## config.mk

```make
export PLATFORM = sky130hd
export DESIGN_NAME = crash_confirmation_sequencer
export DESIGN_NICKNAME = d
export VERILOG_FILES = /design/src/hdl/ccs_pkg.sv /design/src/hdl/ccs_step.sv /design/src/hdl/crash_confirmation_sequencer.sv
export SDC_FILE = /design/constraint.sdc
export NUM_CORES = 1
export LEC_CHECK = 0
export ABC_AREA = 1
export BUFFER_PORTS_ARGS = -buffer_cell sky130_fd_sc_hd__buf_2
export CORE_MARGIN = 1.5
export CORE_UTILIZATION = 40
export CTS_BUF_LIST = sky130_fd_sc_hd__clkbuf_16
export DETAILED_ROUTE_END_ITERATION = 7
export PLACE_DENSITY_LB_ADDON = 0.12
export SLEW_MARGIN = 25
export SYNTH_ARGS = -nofsm -noshare
export SYNTH_HDL_FRONTEND = slang
export SYNTH_SLANG_ARGS = --single-unit
```

## constraint.sdc

```tcl
create_clock -name clk -period 8.8 [get_ports clk]
set_input_delay 0.88 -clock clk [delete_from_list [all_inputs] [get_ports clk]]
set_output_delay 0.88 -clock clk [all_outputs]
set_load 0.02 [all_outputs]
```

## src/hdl/ccs_pkg.sv

```systemverilog
// ----------------------------------------------------------------------------
// ccs_pkg
// Types and constants shared by the crash confirmation sequencer.
// ----------------------------------------------------------------------------
package ccs_pkg;

    localparam int CountW = 8;
    localparam int AccelW = 12;
    localparam int CfgIdxW = 3;
    localparam int CfgDataW = 12;

    typedef enum logic [1:0] {
        PH_IDLE   = 2'd0,
        PH_SETTLE = 2'd1,
        PH_STILL  = 2'd2,
        PH_CANCEL = 2'd3
    } phase_t;

    typedef enum logic [1:0] {
        OC_NONE      = 2'd0,
        OC_FALSE     = 2'd1,
        OC_CANCELLED = 2'd2,
        OC_SOS       = 2'd3
    } outcome_t;

    localparam logic [CfgIdxW-1:0] REG_SETTLE_TICKS = 3'd0;
    localparam logic [CfgIdxW-1:0] REG_STILL_TICKS  = 3'd1;
    localparam logic [CfgIdxW-1:0] REG_CANCEL_TICKS = 3'd2;
    localparam logic [CfgIdxW-1:0] REG_STILL_LOW    = 3'd3;
    localparam logic [CfgIdxW-1:0] REG_STILL_HIGH   = 3'd4;

    localparam logic [CountW-1:0] RST_SETTLE_TICKS = 8'd30;
    localparam logic [CountW-1:0] RST_STILL_TICKS  = 8'd20;
    localparam logic [CountW-1:0] RST_CANCEL_TICKS = 8'd100;
    localparam logic [AccelW-1:0] RST_STILL_LOW    = 12'd128;
    localparam logic [AccelW-1:0] RST_STILL_HIGH   = 12'd384;

    typedef struct packed {
        logic              shock_event;
        logic              warning_event;
        logic              vital_event;
        logic [AccelW-1:0] accel_mag;
        logic              cancel_level;
    } item_t;

    typedef struct packed {
        logic       alert_level;
        logic       crash_shown;
        logic       send_warning;
        logic       send_sos;
        logic [1:0] outcome;
        logic [1:0] phase_now;
    } result_t;

    typedef struct packed {
        logic [CountW-1:0] settle_ticks;
        logic [CountW-1:0] still_ticks;
        logic [CountW-1:0] cancel_ticks;
        logic [AccelW-1:0] still_low;
        logic [AccelW-1:0] still_high;
    } cfg_t;

    typedef struct packed {
        phase_t            phase;
        logic [CountW-1:0] tick_count;
        logic              still_ok;
        logic              shock_pending;
        logic              warning_pending;
        logic              vital_pending;
    } seq_state_t;

endpackage

```

## src/hdl/ccs_step.sv

```systemverilog
// ----------------------------------------------------------------------------
// ccs_step
// One tick of the sequencer: next state and result for one request.
// ----------------------------------------------------------------------------
module ccs_step
    import ccs_pkg::*;
(
    input  seq_state_t cur,
    input  cfg_t       cfg,
    input  item_t      item,
    output seq_state_t nxt,
    output result_t    res
);

    logic              shock_p;
    logic              warn_p;
    logic              vital_p;
    logic [CountW-1:0] count_inc;
    logic [CountW-1:0] limit;
    logic [CountW-1:0] limit_eff;
    logic              count_done;
    logic              sample_bad;
    logic              warn_pulse;
    logic              sos_pulse;
    outcome_t          outcome;

    assign shock_p = cur.shock_pending | item.shock_event;
    assign warn_p  = cur.warning_pending | item.warning_event;
    assign vital_p = cur.vital_pending | item.vital_event;

    always_comb
    begin
        unique case (cur.phase)
            PH_SETTLE: limit = cfg.settle_ticks;
            PH_STILL:  limit = cfg.still_ticks;
            default:   limit = cfg.cancel_ticks;
        endcase
    end

    assign count_inc  = cur.tick_count + 8'd1;
    assign limit_eff  = (limit == '0) ? 8'd1 : limit;
    assign count_done = (count_inc >= limit_eff);
    assign sample_bad = (item.accel_mag > cfg.still_high) || (item.accel_mag < cfg.still_low);

    // next state
    always_comb
    begin
        nxt                 = cur;
        nxt.shock_pending   = shock_p;
        nxt.warning_pending = warn_p;
        nxt.vital_pending   = vital_p;
        unique case (cur.phase)
            PH_IDLE:
            begin
                nxt.warning_pending = 1'b0;
                if (vital_p)
                begin
                    nxt.phase      = PH_CANCEL;
                    nxt.tick_count = '0;
                    nxt.still_ok   = 1'b1;
                end
                else if (shock_p)
                begin
                    nxt.phase      = PH_SETTLE;
                    nxt.tick_count = '0;
                    nxt.still_ok   = 1'b1;
                end
            end
            PH_SETTLE:
            begin
                nxt.tick_count = count_inc;
                if (count_done)
                begin
                    nxt.phase      = PH_STILL;
                    nxt.tick_count = '0;
                    nxt.still_ok   = 1'b1;
                end
            end
            PH_STILL:
            begin
                nxt.tick_count = count_inc;
                nxt.still_ok   = cur.still_ok & ~sample_bad;
                if (count_done)
                begin
                    nxt.tick_count = '0;
                    nxt.still_ok   = 1'b1;
                    if (cur.still_ok && !sample_bad)
                    begin
                        nxt.phase = PH_CANCEL;
                    end
                    else
                    begin
                        nxt.phase         = PH_IDLE;
                        nxt.shock_pending = 1'b0;
                        nxt.vital_pending = 1'b0;
                    end
                end
            end
            PH_CANCEL:
            begin
                nxt.tick_count = count_inc;
                if (item.cancel_level || count_done)
                begin
                    nxt.phase         = PH_IDLE;
                    nxt.tick_count    = '0;
                    nxt.still_ok      = 1'b1;
                    nxt.shock_pending = 1'b0;
                    nxt.vital_pending = 1'b0;
                end
            end
            default:
            begin
                nxt = cur;
            end
        endcase
    end

    // outputs
    always_comb
    begin
        warn_pulse = 1'b0;
        sos_pulse  = 1'b0;
        outcome    = OC_NONE;
        unique case (cur.phase)
            PH_IDLE:
            begin
                warn_pulse = warn_p;
            end
            PH_SETTLE:
            begin
                outcome = OC_NONE;
            end
            PH_STILL:
            begin
                if (count_done && !(cur.still_ok && !sample_bad))
                begin
                    outcome = OC_FALSE;
                end
            end
            PH_CANCEL:
            begin
                if (item.cancel_level)
                begin
                    outcome = OC_CANCELLED;
                end
                else if (count_done)
                begin
                    outcome   = OC_SOS;
                    sos_pulse = 1'b1;
                end
            end
            default:
            begin
                outcome = OC_NONE;
            end
        endcase
    end

    assign res.alert_level  = (nxt.phase == PH_CANCEL);
    assign res.crash_shown  = (nxt.phase == PH_CANCEL);
    assign res.send_warning = warn_pulse;
    assign res.send_sos     = sos_pulse;
    assign res.outcome      = outcome;
    assign res.phase_now    = nxt.phase;

endmodule

```

## src/hdl/crash_confirmation_sequencer.sv

```systemverilog
// ----------------------------------------------------------------------------
// crash_confirmation_sequencer
// Tick-driven crash confirmation: settle, stillness check, cancel window.
// ----------------------------------------------------------------------------
//   channel   signals                             dir   notes
//   item      item_valid/item_ready, item         in    one request per tick
//   result    result_valid/result_ready, result   out   one result per request
//   cfg       cfg_we, cfg_index, cfg_data         in    write only, no wait
//
// One request per cycle unless result_ready holds it back; its result is registered and shows in the next cycle.
// The state update and result come from a single compare-and-count stage.
// A new request is taken while the result register is empty or being drained.
// Reset puts the sequencer idle with default register values; no clearing pass.
// ----------------------------------------------------------------------------
module crash_confirmation_sequencer
    import ccs_pkg::*;
(
    input  logic                clk,
    input  logic                rst_n,
    input  logic                item_valid,
    output logic                item_ready,
    input  item_t               item,
    output logic                result_valid,
    input  logic                result_ready,
    output result_t             result,
    input  logic                cfg_we,
    input  logic [CfgIdxW-1:0]  cfg_index,
    input  logic [CfgDataW-1:0] cfg_data
);

    cfg_t       cfg_reg;
    seq_state_t state_reg;
    seq_state_t state_next;
    result_t    result_reg;
    result_t    result_next;
    logic       valid_reg;
    logic       take;

    assign item_ready   = !valid_reg || result_ready;
    assign take         = item_valid && item_ready;
    assign result_valid = valid_reg;
    assign result       = result_reg;

    ccs_step u_step (
        .cur  (state_reg),
        .cfg  (cfg_reg),
        .item (item),
        .nxt  (state_next),
        .res  (result_next)
    );

    always_ff @(posedge clk or negedge rst_n)
    begin
        if (!rst_n)
        begin
            cfg_reg.settle_ticks <= RST_SETTLE_TICKS;
            cfg_reg.still_ticks  <= RST_STILL_TICKS;
            cfg_reg.cancel_ticks <= RST_CANCEL_TICKS;
            cfg_reg.still_low    <= RST_STILL_LOW;
            cfg_reg.still_high   <= RST_STILL_HIGH;
        end
        else if (cfg_we)
        begin
            unique case (cfg_index)
                REG_SETTLE_TICKS: cfg_reg.settle_ticks <= cfg_data[CountW-1:0];
                REG_STILL_TICKS:  cfg_reg.still_ticks  <= cfg_data[CountW-1:0];
                REG_CANCEL_TICKS: cfg_reg.cancel_ticks <= cfg_data[CountW-1:0];
                REG_STILL_LOW:    cfg_reg.still_low    <= cfg_data[AccelW-1:0];
                REG_STILL_HIGH:   cfg_reg.still_high   <= cfg_data[AccelW-1:0];
                default:          cfg_reg              <= cfg_reg;
            endcase
        end
    end

    always_ff @(posedge clk or negedge rst_n)
    begin
        if (!rst_n)
        begin
            state_reg.phase           <= PH_IDLE;
            state_reg.tick_count      <= '0;
            state_reg.still_ok        <= 1'b1;
            state_reg.shock_pending   <= 1'b0;
            state_reg.warning_pending <= 1'b0;
            state_reg.vital_pending   <= 1'b0;
            valid_reg                 <= 1'b0;
        end
        else
        begin
            if (take)
            begin
                state_reg <= state_next;
            end
            if (take)
            begin
                valid_reg <= 1'b1;
            end
            else if (result_ready)
            begin
                valid_reg <= 1'b0;
            end
        end
    end

    always_ff @(posedge clk)
    begin
        if (take)
        begin
            result_reg <= result_next;
        end
    end

`ifndef SYNTHESIS
    a_alert_phase: assert property (@(posedge clk) disable iff (!rst_n)
        valid_reg |-> (result_reg.alert_level == (result_reg.phase_now == PH_CANCEL)))
        else $error("alert level disagrees with phase");

    a_sos_outcome: assert property (@(posedge clk) disable iff (!rst_n)
        (valid_reg && result_reg.send_sos) |-> (result_reg.outcome == OC_SOS))
        else $error("sos pulse without sos outcome");

    a_end_idle: assert property (@(posedge clk) disable iff (!rst_n)
        (valid_reg && result_reg.outcome != OC_NONE) |-> (result_reg.phase_now == PH_IDLE))
        else $error("sequence end without return to idle");

    a_idle_count: assert property (@(posedge clk) disable iff (!rst_n)
        (state_reg.phase == PH_IDLE) |-> (state_reg.tick_count == '0 && state_reg.still_ok))
        else $error("idle with stale counter");

    a_state_hold: assert property (@(posedge clk) disable iff (!rst_n)
        !take |=> $stable(state_reg))
        else $error("state moved without a request");
`endif

endmodule

```

==> impl_metrics.ini <==
[final_layout]
drive_above_1_share_pct = 18.8
stdcell_count = 661
largest_register_ff_count = 48
area_growth_pct = 15.8
nFillCells = 984
insertedDiodeCount = 0
fin_util_pct = 47.8
fin_nets = 597

[run_status]
outcome = finished, final reports clean

[clock_network]
numCtsBuffers = 9
cts_sinks = 70
cts_resized = 0
clock_latency_ns = 0.33
cts_tree = built
clkTransAtPathRegs_ns = 0.06
clockBufferDepth = 2
cts_root_buf = clkbuf_16
cts-htree-levels = 3
post-cts-setup-buffers = 0
hold_buffers = 0

[timing]
setup_viol = 0
fin_crit_ns = 3.31
worst_hold_slack_ns = 0.485
period_share_pct = 37.7
relSlewSlack_pct = 34.2
fmaxAchievable_mhz = 302
fin_setup_tns_ns = 0
rsz0062_at_grt = no
setup_ws_ns = 5.49
hold_viol = 0
finalClockSkew_ns = 0.00746
timing.final.max_slew_violations = 0
tightest_slew_ns = 0.984

[setup_path]
crit_required_ns = 8.89
endpoint_kind = flip-flop
startpoint_type = flip-flop
cp_max_fo = 9
crit_start = state_reg[13]
criticalPathCategory = flip-flop to flip-flop
r2r_cells = 19
arrival_ns = 3.40
worstReg2RegStart = state_reg[13]

[yosys]
synth.distinct_cells = 41
ys_seq_area_share_pct = 44.7
ys_ff_latch = 70
synth_area_mm2 = 0.00403
synth_top_area_share_pct = 31.0
postSynthCellCount = 477
yosys_warnings = 0
syn_area_per_cell_um2 = 8.46
synth_fp_nets = 551
yosys_most_used_dff = dfrtp_1
async_reset_ff_share_pct = 90.0
synth_edf_count = 7
synth.area.top_cells = dfrtp_1, ha_1, nand2_1
synth_area_leader_cell = dfrtp_1

[placed_design]
pre_cts_slack_ns = 5.52
numPlacedInstances = 645
portBuffers = 45
dp_hpwl_mm = 6.59
gp_congestion = 0.846

[die]
die_h_um = 103
core_area_mm2 = 0.00977
die_w_um = 103
row_count = 36
dieArea_mm2 = 0.0107
initial_core_util_pct = 41.3
boundaryPins = 46

[detailed_routing]
viasPerCell = 4.85
drt_first_pass_iters = 4
drc = 0
first_iter_violations = 122
routedWlPerCell_um = 13.4
vias = 3208
ant_nets = 0
routed_wirelength_mm = 8.88

[global_routing]
grt_start_max_net_pins = 64
grt_antenna_before_repair = 0
grt_util_all_layers_pct = 18.4
grt_pass1_wl_mm = 14.9
grt_overflow_total = 0
grt_pass1_vias = 2987

[hold_path]
hp-start = cfg_reg[9]
hold_class = flip-flop to flip-flop
hold_depth = 2

[run]
max-cap-violations = 0

[pwr]
powerDensity_mw_per_mm2 = 294
total_leakage_power_nw = 2.43
vdd_drop_max_mv = 0.117
-- critical path: stages (launching register included) --
cell and delay (ns):
dfrtp_1 0.45, inv_1 0.12, ha_1 0.47, inv_1 0.21, a221o_1 0.29, o21ai_1 0.12
nand3_1 0.09, o22ai_1 0.14, ha_1 0.17, inv_1 0.04, a21oi_1 0.14, o21ai_1 0.08
nand2_1 0.10, nand3_4 0.12, inv_6 0.12, nand2_1 0.07, nand3_1 0.08, nand4_1 0.10
nand2_1 0.10, nor2_1 0.04
-- worst paths after layout --
path / slack, ns / to
worst min-delay path: 0.49 / cfg_reg[9]
worst min register to register: 0.49 / cfg_reg[9]
max in group asynchronous: 7.52 / cfg_reg[18]
worst max-delay path: 5.49 / result[6]
min in group asynchronous: 0.72 / result_valid
worst max register to register: 5.49 / result[6]
-- power by group --
part	switching (mW)	internal [mW]	leakage (nW)	total, mW
logic	0.349	0.205	1.45	0.554
clock network	0.143	0.220	0.146	0.363
registers	0.0426	0.412	0.838	0.455
-- cell families after synthesis --
kind of cell | Yosys count | synth area share [%]
compound gates | 96 | 13.6
flops | 70 | 44.7
buf+inv | 90 | 8.90
fa+ha+maj | 38 | 11.8
xor+xnor | 3 | 0.651
simple gates | 180 | 20.3
-- synthesized netlist by cell type (all sizes together) (2+ instances only) --
cell	n
a21oi	19
inv	79
nand4	7
o22ai	2
dfrtp	50
dfstp	13
a32o	2
a221o	2
ha	38
xor2	3
nor3	3
edfxtp	7
o2bb2ai	4
buf	3
nor2	26
o21ai	60
nand3	17
nand2	125
nand3b	2
clkbuf	8
-- through the flow --
stage	area (um^2)	power (mW)
after floorplan	4030	0.886
after global placement	4380	1.00
after detailed placement	4380	1.01
after CTS	4670	1.38
after global routing	4670	1.49
final	4670	1.37
-- placed cells by master (no fill, tap or decap), types with 2 or more instances in the layout --
cell	count
dfstp_2	13
inv_2	6
nand3b_1	2
nand2_4	3
buf_2	45
nor2_1	24
nand3_2	2
inv_6	2
a221o_1	2
dfrtp_1	50
xor2_1	3
nand2_1	117
clkbuf_16	9
nor3_1	2
inv_1	72
o22ai_1	2
o21ai_0	55
nand2_2	5
a21oi_1	19
edfxtp_1	7
ha_1	38
nand3_1	14
a32o_1	2
o21ai_1	4
clkinv_2	2
nand4_1	6
o2bb2ai_1	4
-- cell type report --
type	count	area (um^2)	area share (%)
Multi-Input combinational cell	317	1870	40.1
Inverter	79	302	6.45
Clock buffer	9	225	4.82
Sequential cell	70	1800	38.6
Tap cell	133	166	3.56
Timing Repair Buffer	46	233	4.98
Clock inverter	7	71.3	1.53
-- routing by layer --
layer | vias up | GRT usage [%] | part of all wire [%]
li1 | 1642 | - | -
met1 | 1484 | 24.9 | 49
met2 | 68 | 29.1 | 46
met3 | 14 | 3.49 | 3.2
met4 | 0 | 7.69 | 2.0
met5 | - | 0 | 0
No activity file was read; power rests on OpenSTA's default activity.
